===== src/rtl/core/stlr_pkg.sv =====
// Shared types, constants and constant lookups for the shuffled triple-LCG generator.
package stlr_pkg;

    // Shuffle table geometry
    localparam int TABLE_DEPTH = 97;
    localparam int TAB_AW      = $clog2(TABLE_DEPTH);

    // Generator constants (modulus, multiplier, increment)
    localparam logic [17:0] M_ONE   = 18'd259100;
    localparam logic [17:0] A_ONE   = 18'd7141;
    localparam logic [17:0] C_ONE   = 18'd54773;
    localparam logic [17:0] M_TWO   = 18'd134456;
    localparam logic [17:0] A_TWO   = 18'd8121;
    localparam logic [17:0] C_TWO   = 18'd28411;
    localparam logic [17:0] M_THREE = 18'd243000;
    localparam logic [17:0] A_THREE = 18'd4561;
    localparam logic [17:0] C_THREE = 18'd51349;

    // Reciprocals for quotient estimates: floor(2^RECIP_SHIFT / m)
    localparam int          RECIP_SHIFT = 48;
    localparam logic [30:0] RECIP_ONE   = 31'((64'd1 << RECIP_SHIFT) / 64'(M_ONE));
    localparam logic [30:0] RECIP_TWO   = 31'((64'd1 << RECIP_SHIFT) / 64'(M_TWO));
    localparam logic [30:0] RECIP_THREE = 31'((64'd1 << RECIP_SHIFT) / 64'(M_THREE));

    // Seed reduction: bias keeps 54773 - seed positive, as a multiple of M_ONE
    localparam int          SEED_BIAS_MULT = 8289;
    localparam logic [32:0] SEED_OFFSET    =
        33'(64'(C_ONE) + 64'(M_ONE) * 64'(SEED_BIAS_MULT));
    localparam int          RED_STEPS      = 15;
    localparam int          RED_SW         = $clog2(RED_STEPS);

    // Latency of a generator lane and of the slot unit
    localparam int LANE_LAT = 4;

    typedef enum logic [1:0] {
        GEN_ONE,
        GEN_TWO,
        GEN_THREE
    } t_gen;

    typedef struct packed {
        logic signed [31:0] seed;
    } t_seed_beat;

    typedef struct packed {
        logic [17:0]        draw_high;
        logic [17:0]        draw_low;
        logic signed [31:0] seed_out;
    } t_draw_beat;

    // Controller to datapath commands
    typedef struct packed {
        logic                  take_seed;
        logic                  seed_red;
        logic [RED_SW-1:0]     red_shift;
        logic                  load_gen1;
        logic                  step_one;
        logic                  step_two;
        logic                  step_three;
        logic                  two_from_one;
        logic                  three_from_one;
        logic                  fill_we;
        logic [TAB_AW-1:0]     fill_addr;
        logic                  read_slot;
        logic                  deliver;
    } t_cmd;

    // Datapath to controller status
    typedef struct packed {
        logic seed_neg;
    } t_sts;

    function automatic logic [17:0] gen_mod(input t_gen g);
        logic [17:0] v;
        unique case (g)
            GEN_ONE:   v = M_ONE;
            GEN_TWO:   v = M_TWO;
            GEN_THREE: v = M_THREE;
            default:   v = M_ONE;
        endcase
        return v;
    endfunction

    function automatic logic [17:0] gen_mul(input t_gen g);
        logic [17:0] v;
        unique case (g)
            GEN_ONE:   v = A_ONE;
            GEN_TWO:   v = A_TWO;
            GEN_THREE: v = A_THREE;
            default:   v = A_ONE;
        endcase
        return v;
    endfunction

    function automatic logic [17:0] gen_inc(input t_gen g);
        logic [17:0] v;
        unique case (g)
            GEN_ONE:   v = C_ONE;
            GEN_TWO:   v = C_TWO;
            GEN_THREE: v = C_THREE;
            default:   v = C_ONE;
        endcase
        return v;
    endfunction

    function automatic logic [30:0] gen_recip(input t_gen g);
        logic [30:0] v;
        unique case (g)
            GEN_ONE:   v = RECIP_ONE;
            GEN_TWO:   v = RECIP_TWO;
            GEN_THREE: v = RECIP_THREE;
            default:   v = RECIP_ONE;
        endcase
        return v;
    endfunction

endpackage


===== src/rtl/core/stlr_ctrl.sv =====
// Controller: sequences seed reduction, table fill, draw, slot read and result hand-off.
module stlr_ctrl (
    input  logic           i_clk,
    input  logic           i_rst_n,
    input  logic           i_in_valid,
    output logic           o_in_ready,
    output logic           o_out_valid,
    input  logic           i_out_ready,
    input  stlr_pkg::t_sts i_sts,
    output stlr_pkg::t_cmd o_cmd
);

    typedef enum logic [3:0] {
        ST_IDLE,
        ST_DECIDE,
        ST_REDUCE,
        ST_LOAD,
        ST_WAIT,
        ST_INIT_A,
        ST_INIT_B,
        ST_FILL,
        ST_DRAW,
        ST_READ,
        ST_DELIVER
    } t_state;

    localparam int CW = (stlr_pkg::RED_SW > 2) ? stlr_pkg::RED_SW : 2;

    t_state                      r_state, n_state;
    t_state                      r_ret, n_ret;
    logic [CW-1:0]               r_cnt, n_cnt;
    logic [stlr_pkg::TAB_AW-1:0] r_fill, n_fill;
    logic                        r_seeded, n_seeded;
    logic                        r_out_valid, n_out_valid;
    logic                        w_out_free;

    assign w_out_free = !r_out_valid || i_out_ready;

    // next state and commands
    always_comb begin
        n_state     = r_state;
        n_ret       = r_ret;
        n_cnt       = r_cnt;
        n_fill      = r_fill;
        n_seeded    = r_seeded;
        n_out_valid = r_out_valid && !i_out_ready;
        o_cmd       = '0;
        o_cmd.red_shift = stlr_pkg::RED_SW'(r_cnt);
        o_cmd.fill_addr = r_fill;
        o_in_ready  = 1'b0;

        unique case (r_state)
            ST_IDLE: begin
                o_in_ready = 1'b1;
                if (i_in_valid) begin
                    o_cmd.take_seed = 1'b1;
                    n_state = ST_DECIDE;
                end
            end
            ST_DECIDE: begin
                if (i_sts.seed_neg || !r_seeded) begin
                    n_cnt   = CW'(stlr_pkg::RED_STEPS - 1);
                    n_state = ST_REDUCE;
                end else begin
                    n_cnt   = CW'(stlr_pkg::LANE_LAT - 1);
                    n_ret   = ST_DRAW;
                    n_state = ST_WAIT;
                end
            end
            ST_REDUCE: begin
                o_cmd.seed_red = 1'b1;
                if (r_cnt == '0) begin
                    n_state = ST_LOAD;
                end else begin
                    n_cnt = r_cnt - 1'b1;
                end
            end
            ST_LOAD: begin
                o_cmd.load_gen1 = 1'b1;
                n_cnt   = CW'(stlr_pkg::LANE_LAT - 1);
                n_ret   = ST_INIT_A;
                n_state = ST_WAIT;
            end
            ST_WAIT: begin
                if (r_cnt == '0) begin
                    n_state = r_ret;
                end else begin
                    n_cnt = r_cnt - 1'b1;
                end
            end
            ST_INIT_A: begin
                o_cmd.step_one     = 1'b1;
                o_cmd.two_from_one = 1'b1;
                n_cnt   = CW'(stlr_pkg::LANE_LAT - 1);
                n_ret   = ST_INIT_B;
                n_state = ST_WAIT;
            end
            ST_INIT_B: begin
                o_cmd.step_one       = 1'b1;
                o_cmd.three_from_one = 1'b1;
                n_fill  = '0;
                n_cnt   = CW'(stlr_pkg::LANE_LAT - 1);
                n_ret   = ST_FILL;
                n_state = ST_WAIT;
            end
            ST_FILL: begin
                o_cmd.step_one = 1'b1;
                o_cmd.step_two = 1'b1;
                o_cmd.fill_we  = 1'b1;
                n_cnt   = CW'(stlr_pkg::LANE_LAT - 1);
                n_state = ST_WAIT;
                if (r_fill == stlr_pkg::TAB_AW'(stlr_pkg::TABLE_DEPTH - 1)) begin
                    n_seeded = 1'b1;
                    n_ret    = ST_DRAW;
                end else begin
                    n_fill = r_fill + 1'b1;
                    n_ret  = ST_FILL;
                end
            end
            ST_DRAW: begin
                o_cmd.step_one   = 1'b1;
                o_cmd.step_two   = 1'b1;
                o_cmd.step_three = 1'b1;
                n_cnt   = CW'(stlr_pkg::LANE_LAT - 1);
                n_ret   = ST_READ;
                n_state = ST_WAIT;
            end
            ST_READ: begin
                o_cmd.read_slot = 1'b1;
                n_state = ST_DELIVER;
            end
            ST_DELIVER: begin
                if (w_out_free) begin
                    o_cmd.deliver = 1'b1;
                    n_out_valid   = 1'b1;
                    n_state       = ST_IDLE;
                end
            end
            default: begin
                n_state = ST_IDLE;
            end
        endcase
    end

    // hold state, counters and the result flag
    always_ff @(posedge i_clk) begin
        if (!i_rst_n) begin
            r_state     <= ST_IDLE;
            r_ret       <= ST_IDLE;
            r_cnt       <= '0;
            r_fill      <= '0;
            r_seeded    <= 1'b0;
            r_out_valid <= 1'b0;
        end else begin
            r_state     <= n_state;
            r_ret       <= n_ret;
            r_cnt       <= n_cnt;
            r_fill      <= n_fill;
            r_seeded    <= n_seeded;
            r_out_valid <= n_out_valid;
        end
    end

    assign o_out_valid = r_out_valid;

endmodule


===== config.mk =====
export PLATFORM = sky130hd
export DESIGN_NAME = stlr_ctrl
export DESIGN_NICKNAME = d
export VERILOG_FILES = /design/src/rtl/core/stlr_pkg.sv /design/src/rtl/core/stlr_ctrl.sv
export SDC_FILE = /design/constraint.sdc
export NUM_CORES = 1
export LEC_CHECK = 0
export BUFFER_PORTS_ARGS = -buffer_cell sky130_fd_sc_hd__buf_2
export CAP_MARGIN = 20
export CORE_MARGIN = 5
export CORE_UTILIZATION = 58
export DETAILED_ROUTE_END_ITERATION = 7
export PLACE_DENSITY_LB_ADDON = 0.1
export SLEW_MARGIN = 20
export SYNTH_ARGS = -nofsm -noshare
export SYNTH_HDL_FRONTEND = slang
export SYNTH_SLANG_ARGS = --single-unit

===== constraint.sdc =====
create_clock -name i_clk -period 3 [get_ports i_clk]
set_input_delay 0.9 -clock i_clk [delete_from_list [all_inputs] [get_ports i_clk]]
set_output_delay 0.9 -clock i_clk [all_outputs]
set_load 0.01 [all_outputs]

======== Word level (Yosys, flattened, before mapping) ========
Cells that the tools add are included.
operators by class
  add/subtract/negate cells ............... 2
  muxes and demuxes ....................... 30
  equality and inequality tests ........... 18
  reduce and logical (&&, ||, !) cells .... 20
operators with widths
  cell                                                 count
  2-to-1 mux 4 bit                                     8
  case mux 4 bit (7 select lines)                      1
  case mux 4 bit (6 select lines)                      1
  equality test 4 x 3 -> 1 bit, second input constant  4
  2-to-1 mux 1 bit                                     16
  != test 2 bit, second input constant                 7
  case mux 7 bit (2 select lines)                      1
  equality test 4 bit, second input constant           3
  case mux 4 bit (3 select lines)                      1
  equality test 4 x 2 -> 1 bit, second input constant  2
  zero test 4 bit                                      2
  AND reduction 2 bit                                  4
  adder 7 x 1 -> 7 bit, second input constant          1
  equality test 7 bit, second input constant           1
  2-to-1 mux 7 bit                                     1
  nonzero test 6 bit                                   1
  OR reduction 5 bit                                   1
  equality test 4 x 1 -> 1 bit, second input constant  1
  AND reduction 4 bit                                  1
  OR reduction 2 bit                                   2
  OR reduction 4 bit                                   1
  subtractor 4 x 1 -> 4 bit, second input constant     1
  zero test 1 bit                                      3
  2-to-1 mux 3 bit                                     1
  other kinds (4)                                      5
word-level totals
  flip-flop bits (word level) ............. 21
  input port bits ......................... 5

======== Longest topological paths before layout ========
Gate-level depths: netlist of the first run.
  depth in word-level cells ............... 4
  depth in mapped cells ................... 7
  gate-level depth less buffers ........... 7

======== Least setup slack after synthesis of the first run ========
OpenSTA, ideal clock, no wires.
  kind .................................... input port to output port
  from .................................... in i_in_valid
  to ...................................... out o_cmd[21] in the netlist's numbering
  buffers on the path ..................... 0
  arrival ................................. 1.345 ns
  stages on the path ...................... 2
  required time ........................... 2.100 ns
  setup slack ............................. 0.755 ns
  cells stage by stage .................... inv_1 nor4_1
RTL lines
  element             RTL line         RTL
  start: declaration  stlr_ctrl.sv:5   input logic i_in_valid,
  end: declaration    stlr_ctrl.sv:10  output stlr_pkg::t_cmd o_cmd

==> impl_metrics.json, run 1 <==
{
  "grt_overflow": 0,
  "wl_per_cell_um": 15.1,
  "clock.fmax_mhz": 374,
  "syn_inst": 161,
  "htree_levels": 1,
  "cts_tree": "yes",
  "dr.pass1.iters": 4,
  "grt_pass1_wl_um": 5460,
  "hold_buffers": 0,
  "syn_area_per_cell_um2": 8.44,
  "synth_top_area_share_pct": 30.9,
  "slowest_stage": "dfxtp_1",
  "fp.dieW_um": 58.4,
  "clock_path_buffers": 2,
  "relSlewSlack_pct": 52.0,
  "cts_buffers": 3,
  "synth_most_common_cell": "dfxtp_1",
  "ys_async_sr_fraction_pct": 0,
  "ys_types": 53,
  "finalHoldViolations": 0,
  "vias_per_cell": 5.81,
  "gp_congestion": 0.883,
  "syn_nets": 170,
  "worst_skew_pair.late_latency_ps": 300,
  "hold_end": "r_ret[2]",
  "maxCapViolCount": 0,
  "grt_usage_pct": 20.1,
  "worstReg2RegEnd": "r_state[0]",
  "cp.arrival_ps": 1770,
  "post-route-period-util_pct": 89.1,
  "rsz0062_at_grt": "false",
  "vdd.ir_drop.worst_mv": 0.614,
  "route.vias.total": 1255,
  "dieArea_um2": 3410,
  "ant_nets": 0,
  "tightest_slew_ps": 719,
  "synth_area_um2": 1360,
  "start_util_pct": 60.8,
  "status": "finished, final reports clean",
  "finClkSkew_ps": 6.78,
  "synth.cells.most_frequent": "dfxtp_1 (21), nor2_1 (16), a21oi_1 (14)",
  "ys_ff_latch": 21,
  "r2r_cells": 5,
  "start_kind": "flop",
  "synth_ff_type": "dfxtp_1",
  "post-synth-top-area-cell": "dfxtp_1",
  "path_cells": "or2b_1, nor2_2, buf_2",
  "finalSetupTns_ps": 0,
  "seq_area_frac_synth_pct": 30.9,
  "final_nets": 198,
  "hold_class": "flop to flop",
  "min_from": "r_ret[2]",
  "drc": 0,
  "rows": 17,
  "critPathBufInv": 1,
  "grt_pass1_vias": 1205,
  "die_y_um": 58.4,
  "path_class": "flop to primary output",
  "period_needed_ps": 2670,
  "setup_violations": 0,
  "clock-sinks": 21,
  "drv_slew": 0,
  "clkSlewWorstSetupHoldPaths_ps": 120,
  "grt_max_degree": 18,
  "drt_iter0_drc": 42,
  "num_antenna_cells": 0,
  "holdPathStages": 2,
  "area_delta_synth_final_pct": 12.4,
  "drive_gt1_share_pct": 26.6,
  "ys_warn_count": 0,
  "worstPathRequired_ps": 2100,
  "cp_slowest_stage_delay_ps": 760,
  "drt-total-wl_um": 3250,
  "post-cts-setup-buffers": 0,
  "critPathMaxFanout": 17,
  "cts_root_buf": "clkbuf_4",
  "worstReg2RegStart": "r_state[0]",
  "synthTopCellsByArea": "dfxtp_1 (31%), a21oi_1 (5.2%), nor2_1 (4.4%), nand2b_1 (4.1%), ha_1 (3.7%)",
  "post_cts_resized": 0,
  "regToRegSetupSlack_ps": 970,
  "num_io_pins": 29,
  "synth-edff-count": 0,
  "end_kind": "primary output",
  "p_leak_nw": 0.656,
  "antenna_found_initial": 0,
  "power_density_nw_per_um2": 632,
  "fin_total_pwr_w": 0.000965,
  "io_buffers": 28,
  "hpwlAfterDp_um": 2450,
  "coreArea_um2": 2230,
  "cpLargestDelayFamily": "flip-flops"
}
-- flip-flops by register name, summed over array words and instances, names as in the netlist --
| signal | cells |
|---|---|
| r_fill | 7 |
| r_cnt | 4 |
| r_ret | 4 |
| r_state | 4 |
| o_out_valid | 1 |
| r_seeded | 1 |
-- routing by layer --
metal / GRT usage (%) / wire, um / part of all wire (%)
met4: 7.62 / 55 / 1.7
met5: 0 / 0 / 0
met1: 27.2 / 1460 / 45
met2: 31.3 / 1540 / 47
met3: 4.17 / 191 / 5.9
-- cell families (layout without fill, tap and decap cells) --
logic type	Yosys count	in the layout	synth area share (%)
AOI/OAI and AO/OA	43	43	23.1
xor gates and xnor gates	4	4	3.13
and+or+nand+nor	73	73	32.9
DFF	21	21	30.9
buffers and inverters	16	43	6.26
adders and majority gates	4	4	3.68
-- worst max-delay path by stage --
| stage | startpoint | to | slack (ps) | cells after the start |
|---|---|---|---|---|
| finish | r_state[1] | o_cmd[10] | 330 | 3 |
| global route | r_state[1] | o_cmd[10] | 230 | 3 |
| CTS | r_state[1] | o_cmd[10] | 350 | 3 |
| detailed placement | i_in_valid | o_cmd[21] | 670 | 4 |
| global placement | i_out_ready | o_cmd[0] | 700 | 4 |
| floorplan | i_in_valid | o_cmd[21] | 750 | 2 |
-- area by class of cell --
type,instances,area (um2)
Clock buffer,4,26.3
Multi-Input combinational cell,124,853
Sequential cell,21,420
Fill cell,206,706
Tap cell,28,35.0
Timing Repair Buffer,31,163
Inverter,8,30.0
-- where the power goes --
group / switching [W] / total [W] / leakage, nW / internal [W]
clock: 0.0000829 / 0.000135 / 0.0150 / 0.0000518
sequential: 0.0000832 / 0.000401 / 0.171 / 0.000318
combinational: 0.000240 / 0.000430 / 0.471 / 0.000190
total: 0.000406 / 0.000965 / 0.656 / 0.000559
-- cell usage in the layout (no fill, tap or decap), types with 2 or more instances in the layout --
cell type	n
buf_2	28
dfxtp_1	21
nor2_1	16
a21oi_1	14
nand2_1	13
nand2b_1	9
inv_1	7
o21ai_0	6
o21ai_1	5
and3_1	4
or3_1	4
ha_1	4
nor2b_1	3
nand3_1	3
nand3b_1	3
xor2_1	3
clkbuf_4	3
buf_4	3
nor2_2	2
nor3_1	2
nor4_1	2
a31oi_1	2
o211ai_1	2
or3b_1	2
-- stage by stage --
stage	std cells	area, um2	util [%]	hold slack (ps)	setup slack, ps
finish	216	1530	68.4	483	326
global route	216	1530	68.4	496	229
CTS	216	1530	68.4	478	348
detailed placement	212	1500	67.2	462	672
global placement	212	1500	67.2	449	697
floorplan	161	1360	-	437	755
-- worst register-to-register path, stage by stage (launching register included) --
cell	delay, ps
dfxtp_1	800
or2_4	280
nor3_2	60
a221oi_2	380
nand3_2	200
a2111oi_4	220
No activity file was read; power rests on OpenSTA's default activity.
==> run 2: changes to the inputs <==
--- a/config.mk
+++ b/config.mk
@@ -7,8 +7,10 @@
 export LEC_CHECK = 0
 export BUFFER_PORTS_ARGS = -buffer_cell sky130_fd_sc_hd__buf_2
 export CAP_MARGIN = 20
+export CORE_ASPECT_RATIO = 0.8
 export CORE_MARGIN = 5
 export CORE_UTILIZATION = 58
+export CTS_CLUSTER_DIAMETER = 200
 export DETAILED_ROUTE_END_ITERATION = 7
 export PLACE_DENSITY_LB_ADDON = 0.1
 export SLEW_MARGIN = 20
==> run 2 against run 1 <==
Compared with the run above:
- sequential cell count stayed put
- clock power rose by 3%
- final area down 0.25%
- worst setup slack better by 33 ps
- die area up 0.18%
- final cell count decreased by 1.4%
- critical path depth unchanged
- clock skew down 0.67 ps
- sequential power down 2%
- via count increased by 1.8%
- global-route usage is 0.84 points higher
- highest routed layer unchanged
==> impl_metrics.json, run 2 (same netlist as run 1, synthesis figures left out) <==
{
  "drt_iter0_drc": 119,
  "hold_class": "flop to flop",
  "top_register": "r_fill",
  "antenna_found_initial": 0,
  "drv_slew": 0,
  "hold_buffers": 0,
  "finalHoldViolations": 0,
  "grt_usage_pct": 21.0,
  "clock.fmax_mhz": 379,
  "die_y_um": 53.3,
  "end_kind": "primary output",
  "drc": 0,
  "post_cts_resized": 0,
  "path_class": "flop to primary output",
  "critPathMaxFanout": 17,
  "clock_path_buffers": 2,
  "p_leak_nw": 0.656,
  "grt_pass1_vias": 1165,
  "wl_per_cell_um": 15.5,
  "start_util_pct": 61.9,
  "start_kind": "flop",
  "final_common_cell": "buf_2",
  "hpwlAfterDp_um": 2560,
  "final_nets": 198,
  "worst_skew_pair.late_latency_ps": 310,
  "post-route-period-util_pct": 88.0,
  "htree_levels": 1,
  "coreArea_um2": 2200,
  "slowest_stage": "or4b_4",
  "cp.arrival_ps": 1740,
  "cts_buffers": 3,
  "fin_total_pwr_w": 0.000966,
  "ant_nets": 0,
  "gp_congestion": 0.899,
  "path_cells": "or4b_4, o21ai_2, buf_2",
  "route.vias.total": 1278,
  "layout_common_cells": "buf_2 (28), dfxtp_1 (21), nor2_1 (16)",
  "finClkSkew_ps": 6.12,
  "finalSetupTns_ps": 0,
  "period_needed_ps": 2640,
  "cts_root_buf": "clkbuf_4",
  "vias_per_cell": 6.00,
  "drt-total-wl_um": 3310,
  "cts_tree": "yes",
  "holdWs_ps": 465,
  "cpLargestDelayFamily": "simple AND/OR/NAND/NOR gates",
  "cp_slowest_stage_delay_ps": 660,
  "vdd.ir_drop.worst_mv": 0.564,
  "grt_max_degree": 18,
  "relSlewSlack_pct": 53.6,
  "grt_overflow": 0,
  "post-cts-setup-buffers": 0,
  "clock-sinks": 21,
  "io_buffers": 28,
  "dieArea_um2": 3420,
  "clkSlewWorstSetupHoldPaths_ps": 110,
  "fp.dieW_um": 64.1,
  "largest_register_ffs": 7,
  "maxCapViolCount": 0,
  "num_antenna_cells": 0,
  "area_delta_synth_final_pct": 12.2,
  "drive_gt1_share_pct": 26.6,
  "worstPathRequired_ps": 2100,
  "tightest_slew_ps": 695,
  "status": "finished, final reports clean",
  "critPathBufInv": 1,
  "rows": 15,
  "rsz0062_at_grt": "false",
  "setup_violations": 0,
  "num_io_pins": 29,
  "grt_pass1_wl_um": 5580,
  "power_density_nw_per_um2": 634,
  "dr.pass1.iters": 4
}
[run 2: worst paths after layout]
| kind | slack [ps] | depth (start not counted) | to | from |
|---|---|---|---|---|
| setup / recovery | 360 | 3 | o_cmd[14] | r_state[0] |
| hold / removal | 470 | 2 | r_ret[2] | r_ret[2] |
| setup reg to reg | 960 | 5 | r_fill[5] | r_state[2] |
| hold reg to reg | 470 | 2 | r_ret[2] | r_ret[2] |
[run 2: metal layers]
layer / GRT usage (%) / up-vias / part of all wire, %
met5: 0 / - / 0
met4: 6.78 / 0 / 1.0
met3: 5.52 / 4 / 7.4
met2: 33.4 / 47 / 46
met1: 27.5 / 596 / 46
li1: - / 631 / -
[run 2: worst register-to-register path, stage by stage (launching register included)]
cell and delay [ps]:
dfxtp_1 630, buf_4 270, nor2b_1 370, nand3_1 190, or3_1 380, a21oi_1 140
[run 2: report_power, final]
part | internal [W] | leakage [nW] | switching, W
clock | 0.0000519 | 0.0150 | 0.0000868
sequential | 0.000318 | 0.171 | 0.0000730
combinational | 0.000189 | 0.471 | 0.000248
[run 2: stage by stage]
stage	worst slack [ps]	instances	utilization [%]	area [um2]
4_1_cts	361	213	69.4	1520
3_5_place_dp	635	209	68.2	1500
6_report	359	213	69.4	1520
3_3_place_gp	698	209	68.2	1500
5_1_grt	262	213	69.4	1520
2_1_floorplan	755	161	-	1360
[run 2: cell type report]
cell class / instances / area [um2]
sequential: 21 / 420
timing repair buffer: 31 / 163
multi-input combinational: 124 / 853
inverter: 8 / 30.0
fill: 185 / 672
clock buffer: 4 / 26.3
tap: 25 / 31.3
==> run 3: changes to the inputs <==
--- a/config.mk
+++ b/config.mk
@@ -13,6 +13,7 @@
 export CTS_CLUSTER_DIAMETER = 200
 export DETAILED_ROUTE_END_ITERATION = 7
 export PLACE_DENSITY_LB_ADDON = 0.1
+export RECOVER_POWER = 50
 export SLEW_MARGIN = 20
 export SYNTH_ARGS = -nofsm -noshare
 export SYNTH_HDL_FRONTEND = slang
==> run 3 against run 2 <==
Compared with the run above:
- wire length is 0.64% lower
- clock power about the same
- register-to-register slack got worse by 190 ps
- die area stayed put
- via count about the same
- critical path depth unchanged
- largest cell class unchanged
==> impl_metrics.json, run 3 (same netlist as run 1, synthesis figures left out) <==
{
  "num_io_pins": 29,
  "critPathLaunch": "r_state[0]",
  "path_cells": "or4b_1, nand2_1, buf_2",
  "hold_buffers": 0,
  "slowest_stage": "or4b_1",
  "cts_root_buf": "clkbuf_4",
  "fin_total_pwr_w": 0.000953,
  "grt_usage_pct": 21.0,
  "clkSlewWorstSetupHoldPaths_ps": 110,
  "num_antenna_cells": 0,
  "critPathMaxFanout": 17,
  "pre_cts_slack_ps": 635,
  "maxCapViolCount": 0,
  "drt_iter0_drc": 130,
  "area_delta_synth_final_pct": 7.92,
  "grt_max_degree": 18,
  "relSlewSlack_pct": 57.3,
  "clock-sinks": 21,
  "layout_common_cells": "dfxtp_1 (21), nor2_1 (18), buf_2 (16)",
  "final_common_cell": "dfxtp_1",
  "gp_congestion": 0.899,
  "r2r_cells": 6,
  "largest_register_ffs": 7,
  "worstReg2RegEnd": "r_fill[4]",
  "cp_slowest_stage_delay_ps": 710,
  "start_util_pct": 61.9,
  "post-route-period-util_pct": 90.2,
  "swShare_pct": 42.0,
  "regToRegSetupSlack_ps": 770,
  "drt-total-wl_um": 3290,
  "cts_buffers": 3,
  "hold_class": "flop to flop",
  "rows": 15,
  "route.vias.total": 1279,
  "drive_gt1_share_pct": 17.0,
  "switching_power_w": 0.000400,
  "grt_pass1_vias": 1165,
  "grt_overflow": 0,
  "die_y_um": 53.3,
  "worst_skew_pair.late_latency_ps": 300,
  "finalHoldViolations": 0,
  "clock_path_buffers": 2,
  "final_nets": 198,
  "start_kind": "flop",
  "timing.critical_path.to": "o_cmd[13]",
  "hpwlAfterDp_um": 2560,
  "htree_levels": 1,
  "post-cts-setup-buffers": 0,
  "min_from": "r_ret[2]",
  "dieArea_um2": 3420,
  "finalSetupTns_ps": 0,
  "cp.arrival_ps": 1800,
  "cts_tree": "yes",
  "vias_per_cell": 6.00,
  "end_kind": "primary output",
  "period_needed_ps": 2700,
  "grt_pass1_wl_um": 5580,
  "utilization_pct": 66.8,
  "p_comb_share_pct": 44.7,
  "vdd.ir_drop.worst_mv": 0.557,
  "wl_per_cell_um": 15.4,
  "status": "finished, final reports clean",
  "power_density_nw_per_um2": 650,
  "top_register": "r_fill",
  "tightest_slew_ps": 640,
  "setup_violations": 0,
  "post-route-worst-setup-slack_ps": 295,
  "ant_nets": 0,
  "worstPathRequired_ps": 2100,
  "antenna_found_initial": 0,
  "path_class": "flop to primary output",
  "finClkSkew_ps": 5.62,
  "dr.pass1.iters": 4,
  "intPower_w": 0.000553,
  "worstReg2RegStart": "r_state[1]",
  "io_buffers": 28,
  "clock.fmax_mhz": 370,
  "fp.dieW_um": 64.1,
  "coreArea_um2": 2200,
  "pwr-share-clk_pct": 14.5,
  "power_frac_seq_pct": 40.8,
  "drv_slew": 0,
  "post_cts_resized": 0,
  "drc": 0,
  "rsz0062_at_grt": "false",
  "p_leak_nw": 0.572
}
==> run 3: cell count changes in the layout (fill, tap and decap cells not counted), moves of 2 or more <==
cell,change
clkbuf_1,+13
buf_2,-12
nor2_1,+2
nor2_2,-2
==> run 3: power groups by stage <==
stage               combinational (W)  clock, W  sequential [W]
detailed placement           0.000431         0        0.000398
floorplan                    0.000358         0        0.000369
global route                 0.000470  0.000158        0.000399
CTS                          0.000435  0.000139        0.000390
finish                       0.000426  0.000138        0.000388
global placement             0.000421         0        0.000393
==> run 3: critical path, delay by kind of cell, from the launching register on <==
kind | cells | cell delay, ps
buffers and inverters | 1 | 140
flip-flops | 1 | 530
AND/OR/NAND/NOR | 2 | 840
==> run 3: cell type report <==
| class | instances | area (um2) |
|---|---|---|
| timing repair buffer | 31 | 144 |
| tap | 25 | 31.3 |
| multi-input combinational | 124 | 815 |
| clock buffer | 4 | 26.3 |
| sequential | 21 | 420 |
| fill | 191 | 729 |
| inverter | 8 | 30.0 |
==> run 3: worst min path at each step <==
| stage | slack (ps) | to | cells after the start |
|---|---|---|---|
| after global routing | 490 | r_ret[2] | 2 |
| after floorplan | 440 | r_ret[2] | 2 |
| final | 470 | r_ret[2] | 2 |
| after CTS | 470 | r_ret[2] | 2 |
| after detailed placement | 450 | r_ret[2] | 2 |
| after global placement | 450 | r_ret[2] | 2 |
==> run 3: metrics by stage <==
stage | hold slack [ps] | std cells | cell area, um2
2_1_floorplan | 437 | 161 | 1360
3_3_place_gp | 449 | 209 | 1500
3_5_place_dp | 449 | 209 | 1500
4_1_cts | 466 | 213 | 1520
5_1_grt | 487 | 213 | 1470
6_report | 465 | 213 | 1470
==> run 3: per-layer routing <==
layer / track usage [%] / part of all wire [%] / vias to the layer above
li1: - / - / 631
met1: 27.5 / 45 / 591
met2: 33.4 / 46 / 53
met3: 5.52 / 7.8 / 4
met4: 6.78 / 1.1 / 0
met5: 0 / 0 / -
